**config.mk**
```make
export PLATFORM = sky130hd
export DESIGN_NAME = usb_input_report_to_events_flat
export DESIGN_NICKNAME = d
export VERILOG_FILES = /design/src/hdl/uire_pkg.sv /design/src/hdl/uire_if.sv /design/src/hdl/uire_front.sv /design/src/hdl/uire_queue.sv /design/src/hdl/uire_back.sv /design/src/hdl/usb_input_report_to_events.sv /design/src/flat_wrapper.sv
export SDC_FILE = /design/constraint.sdc
export NUM_CORES = 1
export LEC_CHECK = 0
export BUFFER_PORTS_ARGS = -buffer_cell sky130_fd_sc_hd__clkbuf_2
export CORE_MARGIN = 1
export CORE_UTILIZATION = 59
export DETAILED_ROUTE_END_ITERATION = 10
export GPL_TIMING_DRIVEN = 1
export PLACE_DENSITY_LB_ADDON = 0.12
export SETUP_SLACK_MARGIN = 0.05
export SYNTH_ARGS = -nofsm -noshare
export SYNTH_HDL_FRONTEND = slang
export SYNTH_SLANG_ARGS = --single-unit
```
**constraint.sdc**
```tcl
create_clock -name clk -period 5.6 [get_ports clk]
set_input_delay 1.68 -clock clk [delete_from_list [all_inputs] [get_ports clk]]
set_output_delay 1.68 -clock clk [all_outputs]
set_load 0.02 [all_outputs]
```
**src/hdl/uire_pkg.sv**
```systemverilog
// ----------------------------------------------------------------------------
// uire_pkg
// Shared types, codes and the key translation table for the USB input
// report to event converter.
// ----------------------------------------------------------------------------
`default_nettype none

package uire_pkg;

  // event kinds
  localparam logic [1:0] KIND_PRESS   = 2'd0;
  localparam logic [1:0] KIND_RELEASE = 2'd1;
  localparam logic [1:0] KIND_MOTION  = 2'd2;

  // report kinds
  localparam logic ACT_MOUSE = 1'b0;
  localparam logic ACT_KEY   = 1'b1;

  // event code used for the shift key
  localparam logic [8:0] SHIFT_CODE = 9'd42;

  // register indexes (paddr bit 2)
  localparam logic REG_LEFT  = 1'b0;
  localparam logic REG_RIGHT = 1'b1;

  localparam int unsigned CFG_AW = 3;
  localparam logic [8:0] LEFT_RESET  = 9'd272;
  localparam logic [8:0] RIGHT_RESET = 9'd273;

  // event slots of one run, emitted lowest first
  // mouse: left edge, right edge, motion
  // keyboard: shift press, key press, key release, shift release
  localparam logic [3:0] SLOT_0 = 4'b0001;
  localparam logic [3:0] SLOT_1 = 4'b0010;
  localparam logic [3:0] SLOT_2 = 4'b0100;
  localparam logic [3:0] SLOT_3 = 4'b1000;

  localparam logic [3:0] MASK_SHIFT_RUN = 4'b1111;
  localparam logic [3:0] MASK_KEY_RUN   = 4'b0110;

  // one report's run, as handed from the front end to the back end
  typedef struct packed {
    logic       is_key;
    logic [3:0] mask;
    logic [1:0] buttons;
    logic [7:0] key;
    logic [7:0] dx;
    logic [7:0] dy;
  } run_t;

  typedef struct packed {
    logic valid;
    run_t run;
  } push_t;

  // USB usage to set-1 scancode, 0xff where unmapped
  function automatic logic [7:0] key_xlate(input logic [7:0] usage);
    logic [7:0] code;
    case (usage)
      8'h04: code = 8'h1e;  8'h05: code = 8'h30;  8'h06: code = 8'h2e;
      8'h07: code = 8'h20;  8'h08: code = 8'h12;  8'h09: code = 8'h21;
      8'h0a: code = 8'h22;  8'h0b: code = 8'h23;  8'h0c: code = 8'h17;
      8'h0d: code = 8'h24;  8'h0e: code = 8'h25;  8'h0f: code = 8'h26;
      8'h10: code = 8'h32;  8'h11: code = 8'h31;  8'h12: code = 8'h18;
      8'h13: code = 8'h19;  8'h14: code = 8'h10;  8'h15: code = 8'h13;
      8'h16: code = 8'h1f;  8'h17: code = 8'h14;  8'h18: code = 8'h16;
      8'h19: code = 8'h2f;  8'h1a: code = 8'h11;  8'h1b: code = 8'h2d;
      8'h1c: code = 8'h15;  8'h1d: code = 8'h2c;  8'h1e: code = 8'h02;
      8'h1f: code = 8'h03;  8'h20: code = 8'h04;  8'h21: code = 8'h05;
      8'h22: code = 8'h06;  8'h23: code = 8'h07;  8'h24: code = 8'h08;
      8'h25: code = 8'h09;  8'h26: code = 8'h0a;  8'h27: code = 8'h0b;
      8'h28: code = 8'h1c;  8'h29: code = 8'h01;  8'h2a: code = 8'h0e;
      8'h2b: code = 8'h0f;  8'h2c: code = 8'h39;  8'h2e: code = 8'h2b;
      8'h2f: code = 8'h1a;  8'h30: code = 8'h1b;  8'h32: code = 8'h2b;
      8'h33: code = 8'h27;  8'h34: code = 8'h28;  8'h36: code = 8'h33;
      8'h37: code = 8'h34;  8'h38: code = 8'h35;  8'h54: code = 8'h62;
      8'h56: code = 8'h4a;  8'h58: code = 8'h60;  8'h59: code = 8'h4f;
      8'h5a: code = 8'h50;  8'h5b: code = 8'h51;  8'h5c: code = 8'h4b;
      8'h5d: code = 8'h4c;  8'h5e: code = 8'h4e;  8'h5f: code = 8'h47;
      8'h60: code = 8'h48;  8'h61: code = 8'h49;  8'h62: code = 8'h52;
      8'h63: code = 8'h53;  8'h64: code = 8'h56;  8'h67: code = 8'h49;
      default: code = 8'hff;
    endcase
    return code;
  endfunction

endpackage

`default_nettype wire

```
**src/hdl/uire_if.sv**
```systemverilog
// ----------------------------------------------------------------------------
// uire_if
// Valid/ready channels for input reports and output events.
// ----------------------------------------------------------------------------
`default_nettype none

interface uire_in_if;
  logic        valid;
  logic        ready;
  logic        action;
  logic [31:0] report;
  modport source (output valid, action, report, input ready);
  modport sink   (input valid, action, report, output ready);
endinterface

interface uire_out_if;
  logic              valid;
  logic              ready;
  logic [1:0]        event_kind;
  logic [8:0]        event_code;
  logic signed [7:0] delta_x;
  logic signed [7:0] delta_y;
  logic              last;
  modport source (output valid, event_kind, event_code, delta_x, delta_y, last,
                  input ready);
  modport sink   (input valid, event_kind, event_code, delta_x, delta_y, last,
                  output ready);
endinterface

`default_nettype wire

```
**src/hdl/uire_front.sv**
```systemverilog
// ----------------------------------------------------------------------------
// uire_front
// Accepts reports, tracks mouse buttons and turns each report into a run
// descriptor for the queue. Quiet mouse reports push nothing.
// ----------------------------------------------------------------------------
`default_nettype none

module uire_front (
  input  wire logic            clk,
  input  wire logic            rst,
  uire_in_if.sink              rpt,
  input  wire logic            full,
  output uire_pkg::push_t      push
);

  logic [1:0] prev_buttons;
  logic [1:0] now;
  logic [1:0] changed;
  logic       motion;
  logic       shift;
  logic       accept;
  logic [3:0] mask;

  assign rpt.ready = !full;
  assign accept    = rpt.valid && !full;

  // classify
  assign now     = rpt.report[25:24];
  assign changed = now ^ prev_buttons;
  assign motion  = rpt.report[23:8] != 16'd0;
  assign shift   = rpt.report[25] | rpt.report[29];

  always_comb begin
    if (rpt.action == uire_pkg::ACT_KEY) begin
      mask = shift ? uire_pkg::MASK_SHIFT_RUN : uire_pkg::MASK_KEY_RUN;
    end else begin
      mask = {1'b0, motion, changed[1], changed[0]};
    end
  end

  assign push.valid       = accept && (mask != 4'd0);
  assign push.run.is_key  = rpt.action;
  assign push.run.mask    = mask;
  assign push.run.buttons = now;
  assign push.run.key     = uire_pkg::key_xlate(rpt.report[23:16]);
  assign push.run.dx      = rpt.report[23:16];
  assign push.run.dy      = rpt.report[15:8];

  // button history, mouse reports only
  always_ff @(posedge clk) begin
    if (rst) begin
      prev_buttons <= 2'd0;
    end else if (accept && rpt.action == uire_pkg::ACT_MOUSE) begin
      prev_buttons <= now;
    end
  end

endmodule

`default_nettype wire

```
**src/hdl/uire_queue.sv**
```systemverilog
// ----------------------------------------------------------------------------
// uire_queue
// Two-entry run queue between front and back end.
// ----------------------------------------------------------------------------
`default_nettype none

module uire_queue (
  input  wire logic            clk,
  input  wire logic            rst,
  input  wire uire_pkg::push_t push,
  output logic                 full,
  output logic                 pop_valid,
  output uire_pkg::run_t       pop_run,
  input  wire logic            pop
);

  uire_pkg::run_t mem [2];
  logic       wr_ptr;
  logic       rd_ptr;
  logic [1:0] count;
  logic       do_pop;

  assign full      = count == 2'd2;
  assign pop_valid = count != 2'd0;
  assign pop_run   = mem[rd_ptr];
  assign do_pop    = pop && pop_valid;

  // storage
  always_ff @(posedge clk) begin
    if (push.valid) begin
      mem[wr_ptr] <= push.run;
    end
  end

  // pointers and fill count
  always_ff @(posedge clk) begin
    if (rst) begin
      wr_ptr <= 1'b0;
      rd_ptr <= 1'b0;
      count  <= 2'd0;
    end else begin
      if (push.valid) wr_ptr <= !wr_ptr;
      if (do_pop)     rd_ptr <= !rd_ptr;
      case ({push.valid, do_pop})
        2'b10:   count <= count + 2'd1;
        2'b01:   count <= count - 2'd1;
        default: count <= count;
      endcase
    end
  end

endmodule

`default_nettype wire

```
**src/hdl/uire_back.sv**
```systemverilog
// ----------------------------------------------------------------------------
// uire_back
// Walks the slot mask of one run, one event a beat, into the output
// register. The next run loads as the last event of the current one issues.
// ----------------------------------------------------------------------------
`default_nettype none

module uire_back (
  input  wire logic            clk,
  input  wire logic            rst,
  input  wire logic [8:0]      left_code,
  input  wire logic [8:0]      right_code,
  input  wire logic            pop_valid,
  input  wire uire_pkg::run_t  pop_run,
  output logic                 pop,
  uire_out_if.source           evt
);

  uire_pkg::run_t cur;
  logic [3:0] pending;
  logic [3:0] pending_after;
  logic [3:0] low;
  logic       busy;
  logic       adv;
  logic       emit;
  logic       out_valid;

  logic [1:0] slot_kind;
  logic [8:0] slot_code;
  logic       slot_motion;

  assign busy          = pending != 4'd0;
  assign adv           = !out_valid || evt.ready;
  assign emit          = busy && adv;
  assign low           = pending & (~pending + 4'd1);
  assign pending_after = emit ? (pending & ~low) : pending;
  assign pop           = pop_valid && (pending_after == 4'd0);

  // decode the current slot
  always_comb begin
    slot_kind   = uire_pkg::KIND_PRESS;
    slot_code   = 9'd0;
    slot_motion = 1'b0;
    if (cur.is_key) begin
      case (low)
        uire_pkg::SLOT_0: begin
          slot_code = uire_pkg::SHIFT_CODE;
        end
        uire_pkg::SLOT_1: begin
          slot_code = {1'b0, cur.key};
        end
        uire_pkg::SLOT_2: begin
          slot_kind = uire_pkg::KIND_RELEASE;
          slot_code = {1'b0, cur.key};
        end
        uire_pkg::SLOT_3: begin
          slot_kind = uire_pkg::KIND_RELEASE;
          slot_code = uire_pkg::SHIFT_CODE;
        end
        default: begin
          slot_code = 9'd0;
        end
      endcase
    end else begin
      case (low)
        uire_pkg::SLOT_0: begin
          slot_kind = cur.buttons[0] ? uire_pkg::KIND_PRESS : uire_pkg::KIND_RELEASE;
          slot_code = left_code;
        end
        uire_pkg::SLOT_1: begin
          slot_kind = cur.buttons[1] ? uire_pkg::KIND_PRESS : uire_pkg::KIND_RELEASE;
          slot_code = right_code;
        end
        uire_pkg::SLOT_2: begin
          slot_kind   = uire_pkg::KIND_MOTION;
          slot_motion = 1'b1;
        end
        default: begin
          slot_code = 9'd0;
        end
      endcase
    end
  end

  // run control
  always_ff @(posedge clk) begin
    if (rst) begin
      pending   <= 4'd0;
      out_valid <= 1'b0;
    end else begin
      pending <= pop ? pop_run.mask : pending_after;
      if (adv) out_valid <= busy;
    end
  end

  // run and event payload
  always_ff @(posedge clk) begin
    if (pop) cur <= pop_run;
    if (emit) begin
      evt.event_kind <= slot_kind;
      evt.event_code <= slot_code;
      evt.delta_x    <= slot_motion ? cur.dx : 8'd0;
      evt.delta_y    <= slot_motion ? cur.dy : 8'd0;
      evt.last       <= pending_after == 4'd0;
    end
  end

  assign evt.valid = out_valid;

endmodule

`default_nettype wire

```
**src/hdl/usb_input_report_to_events.sv**
```systemverilog
// ----------------------------------------------------------------------------
// usb_input_report_to_events
// Turns tagged USB mouse and keyboard input reports into press, release and
// motion events.
// ----------------------------------------------------------------------------
// A report is taken whenever the two-entry run queue has room, even while
// events wait at the output. A mouse report gives zero to three events, a
// keyboard report two or four; the back end issues one event per cycle from
// its output register while the output is ready, and loads the next run as
// the previous run's last event enters that register, so the output carries
// one event per cycle while it is ready. Between acceptance and the first
// event lie the queue entry, the back end's run register and the output
// register. Button codes are set through the APB port: left at 0x0, right at 0x4.
`default_nettype none

module usb_input_report_to_events (
  input  wire logic                          clk,
  input  wire logic                          rst,
  uire_in_if.sink                            rpt,
  uire_out_if.source                         evt,
  input  wire logic                          psel,
  input  wire logic                          penable,
  input  wire logic                          pwrite,
  input  wire logic [uire_pkg::CFG_AW-1:0]   paddr,
  input  wire logic [31:0]                   pwdata,
  output logic [31:0]                        prdata,
  output logic                               pready
);

  logic [8:0] left_code;
  logic [8:0] right_code;
  logic       cfg_wr;

  uire_pkg::push_t push;
  uire_pkg::run_t  pop_run;
  logic            full;
  logic            pop_valid;
  logic            pop;

  // configuration registers
  assign pready = 1'b1;
  assign cfg_wr = psel && penable && pwrite;

  always_ff @(posedge clk) begin
    if (rst) begin
      left_code  <= uire_pkg::LEFT_RESET;
      right_code <= uire_pkg::RIGHT_RESET;
    end else if (cfg_wr) begin
      if (paddr[2] == uire_pkg::REG_RIGHT) begin
        right_code <= pwdata[8:0];
      end else begin
        left_code <= pwdata[8:0];
      end
    end
  end

  assign prdata = (paddr[2] == uire_pkg::REG_RIGHT) ? {23'd0, right_code}
                                                    : {23'd0, left_code};

  uire_front u_front (
    .clk  (clk),
    .rst  (rst),
    .rpt  (rpt),
    .full (full),
    .push (push)
  );

  uire_queue u_queue (
    .clk       (clk),
    .rst       (rst),
    .push      (push),
    .full      (full),
    .pop_valid (pop_valid),
    .pop_run   (pop_run),
    .pop       (pop)
  );

  uire_back u_back (
    .clk        (clk),
    .rst        (rst),
    .left_code  (left_code),
    .right_code (right_code),
    .pop_valid  (pop_valid),
    .pop_run    (pop_run),
    .pop        (pop),
    .evt        (evt)
  );

endmodule

`default_nettype wire

```
**src/flat_wrapper.sv**
```systemverilog
// flat-port wrapper written by rule: the top's interface ports become plain ports
module usb_input_report_to_events_flat 
  (clk, rst, psel, penable, pwrite, paddr, pwdata, prdata, pready, rpt_valid, rpt_action, rpt_report, rpt_ready, evt_valid, evt_event_kind, evt_event_code, evt_delta_x, evt_delta_y, evt_last, evt_ready);
  uire_in_if rpt_i ();
  uire_out_if evt_i ();
  input  wire logic clk;
  input  wire logic rst;
  input  wire logic psel;
  input  wire logic penable;
  input  wire logic pwrite;
  input  wire logic [uire_pkg::CFG_AW-1:0] paddr;
  input  wire logic [31:0] pwdata;
  output logic [31:0] prdata;
  output logic pready;
  input wire logic [$bits(rpt_i.valid)-1:0] rpt_valid;
  input wire logic [$bits(rpt_i.action)-1:0] rpt_action;
  input wire logic [$bits(rpt_i.report)-1:0] rpt_report;
  output wire logic [$bits(rpt_i.ready)-1:0] rpt_ready;
  output wire logic [$bits(evt_i.valid)-1:0] evt_valid;
  output wire logic [$bits(evt_i.event_kind)-1:0] evt_event_kind;
  output wire logic [$bits(evt_i.event_code)-1:0] evt_event_code;
  output wire logic [$bits(evt_i.delta_x)-1:0] evt_delta_x;
  output wire logic [$bits(evt_i.delta_y)-1:0] evt_delta_y;
  output wire logic [$bits(evt_i.last)-1:0] evt_last;
  input wire logic [$bits(evt_i.ready)-1:0] evt_ready;
  assign rpt_i.valid = rpt_valid;
  assign rpt_i.action = rpt_action;
  assign rpt_i.report = rpt_report;
  assign rpt_ready = rpt_i.ready;
  assign evt_valid = evt_i.valid;
  assign evt_event_kind = evt_i.event_kind;
  assign evt_event_code = evt_i.event_code;
  assign evt_delta_x = evt_i.delta_x;
  assign evt_delta_y = evt_i.delta_y;
  assign evt_last = evt_i.last;
  assign evt_i.ready = evt_ready;
  usb_input_report_to_events u_core (.clk(clk), .rst(rst), .rpt(rpt_i), .evt(evt_i), .psel(psel), .penable(penable), .pwrite(pwrite), .paddr(paddr), .pwdata(pwdata), .prdata(prdata), .pready(pready));
endmodule
```
After elaboration in Yosys (flattened, before gate mapping)
Memories as Yosys holds them, arrays and structs flattened. A register that Yosys moved wholly into a read port is not among the register bits.
Index checks and enable logic that the tools add are counted.
{ "op_classes": {"addsub": 3, "eq_ne": 7, "muxes": 21, "n_bitwise": 8, "reduce_logical": 24} }
{ "ops": {"columns": ["cell", "count"], "rows": [
  ["2-to-1 mux 9 bit", 2],
  ["case mux 9 bit (2 select lines)", 1],
  ["2-to-1 mux 4 bit", 4],
  ["case mux 8 bit (2 select lines)", 1],
  ["nonzero test 16 bit", 1],
  ["2-to-1 mux 1 bit", 9],
  ["AND 4 bit", 2],
  ["logical AND 1 bit", 8],
  ["2-to-1 mux 8 bit", 1],
  ["NOT 4 bit", 2],
  ["nonzero test 4 bit", 2],
  ["case mux 2 bit (3 select lines)", 1],
  ["OR reduction 2 bit", 3],
  ["adder 4 x 1 -> 4 bit, second input constant", 1],
  ["equality test 2 bit, second input constant", 2],
  ["equality test 4 x 1 -> 1 bit, second input constant", 1],
  ["equality test 4 x 2 -> 1 bit, second input constant", 1],
  ["equality test 4 x 3 -> 1 bit, second input constant", 1],
  ["equality test 4 bit, second input constant", 1],
  ["zero test 1 bit", 4],
  ["zero test 4 bit", 1],
  ["case mux 2 bit (2 select lines)", 1],
  ["AND reduction 2 bit", 2],
  ["nonzero test 2 bit", 2],
  ["other kinds (8)", 9]
]} }
{ "totals": {"regBits": 84, "ramBits": 62, "rom_bits": 1024, "input_bits": 75, "output_inout_bits": 63, "elab_cells": 83, "memories": 2} }
{ "memory_table": {"columns": ["memory", "depth", "word_bits", "read_ports", "rd_clocked_by_memory_dff", "write_ports", "line_no", "rtl"], "rows": [
  ["(no name shown)", 128, 8, 1, 0, 0, "uire_pkg.sv:59", "case (usage)"],
  ["u_core.u_queue.mem", 2, 31, 1, 1, 1, "uire_queue.sv:17", "uire_pkg::run_t mem [2];"]
]} }

Longest topological paths before layout
{ "depth": {"word_depth": 11, "mapped_depth": 9, "depth_no_buf": 9} }

Modules after synthesis
Synthesis repeated with hierarchy kept, for this count alone.
{ "hier_totals": {"cells_unflattened": 569, "hier_area_um2": 7121.8} }
{ "by_module_without_submodules": {"columns": ["module", "n_inst", "cells_per_inst", "area_per_inst_um2", "seq_area_each_um2"], "rows": [
  ["uire_queue", 1, 119, 2441.1, 1961.9],
  ["uire_back", 1, 148, 2329.7, 1751.7],
  ["uire_front", 1, 193, 1288.7, 40.0],
  ["usb_input_report_to_events", 1, 109, 1062.3, 360.3]
]} }

Worst setup path after synthesis
OpenSTA, ideal clock, no wires.
{ "synth_timing": {"path_type": "input to register", "startpoint": "in rpt_report[16]", "endpoint": "mem u_core.u_queue.mem[0][0] (netlist name) (enable)", "setup_time_ps": 419, "arrival_ps": 3698, "required_time_ps": 5181, "setup_slack_ps": 1483, "cell_stages": 6, "path_buffers": 0, "path_cell_list": "inv_1 -> ha_1 -> nor4b_2 -> nand4_2 -> o31ai_4 -> nor2_1"} }
{ "synth_rtl": {"columns": ["item", "line_no", "rtl"], "rows": [
  ["start, declared", "flat_wrapper.sv:17", "input wire logic [$bits(rpt_i.report)-1:0] rpt_report;"],
  ["end, declared", "uire_queue.sv:17", null]
]} }

Worst setup path in the final report
{ "layout_timing": {"startpoint": "in paddr[2] (netlist name)", "endpoint": "out prdata[0]"} }
{ "layout_via": {"elab_chain_len": 1} }
{ "layout_rtl": {"columns": ["item", "line_no", "rtl"], "rows": [
  ["start, declared", "flat_wrapper.sv:11", "input wire logic [uire_pkg::CFG_AW-1:0] paddr;"],
  ["2-to-1 mux 9 bit", "usb_input_report_to_events.sv:57", "assign prdata = (paddr[2] == uire_pkg::REG_RIGHT) ? {23'd0, right_code}"],
  ["end, declared", "flat_wrapper.sv:13", "output logic [31:0] prdata;"]
]} }
Every way passes these cells.

==> metrics.txt <==
Seq cells post-synth 147; GRT overflow 0; FP Rows 39; DRT Pass-1 Iters 5; DRT iter0 DRCs 340; Worst Reg2Reg Path Length in Cells 4; Setup crit end prdata[0]; CP Cell Sequence clkbuf_2 > mux2_2 > clkbuf_2; CP startpoint paddr[2]; Hold/Removal Path Class flop to flop; Setup Skew 0.00851 ns; Tightest Pin Transition 1.18 ns; Synth Cell Area 6860 um2; post-CTS setup buffer count 0; first-pass GRT wire length 21200 um; Worst Path Buf+Inv 2; Avg Cell Area, Syn 12.1 um2; largest net degree at the start of global routing 39; Mapped Cells 565; post-layout util 68.8%; HPWL Detailed 8720 um; crit path max fanout 12; vias in the first global route 4316; drt wl/cell 17.4 um; final instance area 7820 um2; CP max stage cell mux2_2; setup total negative slack 0 ns; Final min period 4.18 ns; EDFF count, synth 117; max-cap violation count 0; CP Data Arrival Time 2.50 ns; Die ar. 12100 um2; CTS tree built; starting density of the core 60.3%; startpoint types input pin; final setup vio count 0; vias per cell 5.78; Antenna Cells 0; Finished Layout Cells 787; Placed Area 7210 um2; most used cell, CP clkbuf_2; antenna violations before repair 0; Slew HR 21.1%; DRC violations left 0; final hold vios 0; Reg area 4110 um2; post-route ant nets 0; CP endpoint kind output pin; root buffer cell clkbuf_16; Total Power 3860 uW; Multi-input gate area 2440 um2; Clock Sinks 147; Netlist cell types 64; sequential share of the synthesized area 60.0%; Pwr Density 493 nW/um2; hold-fix buffers at CTS 0; delay-heaviest family, CP buffers and inverters; r2r endpoint u_core.u_back.cur[17]; Skew-Pair Late Insertion Delay 0.42 ns; Final #Nets 720; warnings from Yosys 0; worst flop-to-flop path startpoint u_core.u_back.pending[0]; post_cts resized 0; Die H 110 um; routed wire length 13700 um; Crit path depth 3; Final period util 74.6%; RSZ-0062 raised after global routing false; Max Fclk 239 MHz; synthesis-to-finish area growth 14.1%; Synth Flop Type edfxtp_1; Lkg Pwr 0.00292 uW; H-Tree Depth 4; GRT Resource Usage Total 23.8%; layout cells sized above 1 25.5%; WP data required 3.92 ns; Die W 110 um; worst ir drop on vdd 0.000352 V; vias 4551; FILL cells 838; Core Area 11400 um2; I/O pin total 138; Crit Path Class input pin to output pin; Worst-path clk slew 0.06 ns; Post-synth ARST share 0%; Clock Tree Buf Depth 2; outcome completed; peak per-stage delay on the critical path 0.39 ns; Port Buf Inserts 75; GP Congestion 0.878; Placed Instances 756; cts bufs inserted 17; register-to-register setup slack 2.77 ns; Final Max Slew Viols 0
worst min path at each step:
stage	start	end	slack (ns)	cells after the start
2_1_floorplan	u_core.right_code[2]	u_core.right_code[2]	0.44	2
3_3_place_gp	u_core.left_code[0]	u_core.left_code[0]	0.46	2
3_5_place_dp	u_core.left_code[5]	u_core.left_code[5]	0.46	2
4_1_cts	u_core.right_code[7]	u_core.right_code[7]	0.47	2
5_1_grt	u_core.right_code[3]	u_core.right_code[3]	0.50	2
6_report	u_core.right_code[7]	u_core.right_code[7]	0.47	2
registers in the layout (all words and copies together), names as in the netlist, named ones only:
| register | flops |
|---|---|
| u_core.u_back.evt.event_code | 9 |
| u_core.u_queue.mem | 62 |
| u_core.right_code | 9 |
| u_core.u_queue.count | 2 |
| u_core.u_back.evt.event_kind | 2 |
| u_core.u_back.evt.delta_y | 8 |
| u_core.u_back.cur | 27 |
| u_core.u_back.evt.valid | 1 |
| u_core.u_queue.rd_ptr | 1 |
| u_core.u_back.evt.last | 1 |
| u_core.u_front.prev_buttons | 2 |
| u_core.u_back.evt.delta_x | 8 |
| u_core.u_queue.wr_ptr | 1 |
| u_core.u_back.pending | 4 |
| u_core.left_code | 9 |
cells in the mapped netlist (all sizes together), types with 4 or more instances:
cell | number | area, um2
mux2 | 41 | 462
dfxtp | 30 | 601
ha | 13 | 163
buf | 41 | 285
xnor2 | 4 | 35.0
nor4 | 4 | 40.0
nand2 | 65 | 244
nor2 | 34 | 128
edfxtp | 117 | 3510
a32oi | 6 | 52.6
o22ai | 7 | 43.8
nand3 | 15 | 80.1
mux2i | 8 | 80.1
nand2b | 11 | 68.8
clkbuf | 14 | 52.6
inv | 14 | 52.6
a31oi | 9 | 56.3
o31ai | 4 | 43.8
o21ai | 16 | 80.1
a211oi | 7 | 52.6
a21oi | 33 | 169
nor2b | 6 | 37.5
and2 | 20 | 125
area by class of cell:
| cell class | instances | share of cell area (%) |
|---|---|---|
| flip-flops and latches | 147 | 52.6 |
| multi-input cells | 371 | 31.2 |
| clock buffers | 18 | 5.49 |
| repair buffers | 81 | 5.38 |
| clock inverters | 13 | 2.34 |
| well taps | 143 | 2.29 |
| inverters | 14 | 0.672 |
worst min-delay path, cell delays in order (launching register included):
cell and delay [ns]:
dfxtp_1 0.32, nand2_1 0.05, a21oi_1 0.06
cell usage in the layout (no fill, tap or decap), types with 14 or more instances in the layout:
cell / netlist / layout
mux2_2: 41 / 41
nor2_1: 34 / 31
clkbuf_16: 0 / 17
clkbuf_2: 0 / 75
and2_1: 20 / 20
edfxtp_1: 117 / 117
a21oi_1: 32 / 32
dfxtp_1: 30 / 30
nand2_1: 65 / 65
conb_1: 2 / 24
nand3_1: 14 / 14
metal layers:
metal / up-vias / track usage (%) / share of wire, %
li1: 2160 / - / -
met1: 2226 / 30.6 / 44
met2: 144 / 39.3 / 49
met3: 21 / 5.04 / 4.8
met4: 0 / 9.33 / 1.7
met5: - / 0 / 0
cell families after synthesis:
family	synth area share, %
other	0.110
xor gates and xnor gates	0.766
muxes	7.90
buffers and inverters	5.69
adders and majority gates	2.52
AOI/OAI and AO/OA	10.8
and+or+nand+nor	12.2
DFF	60.0
through the flow:
stage	setup slack, ns	hold slack (ns)
detailed placement	1.28	0.464
global placement	1.33	0.457
global route	1.40	0.495
floorplan	1.48	0.443
CTS	1.42	0.474
finish	1.42	0.475
report_power, final:
part           switching [uW]  internal, uW
clock network             429           743
logic                     603           318
registers                 160          1600
total                    1190          2670
(Power assumes the default switching activity.)
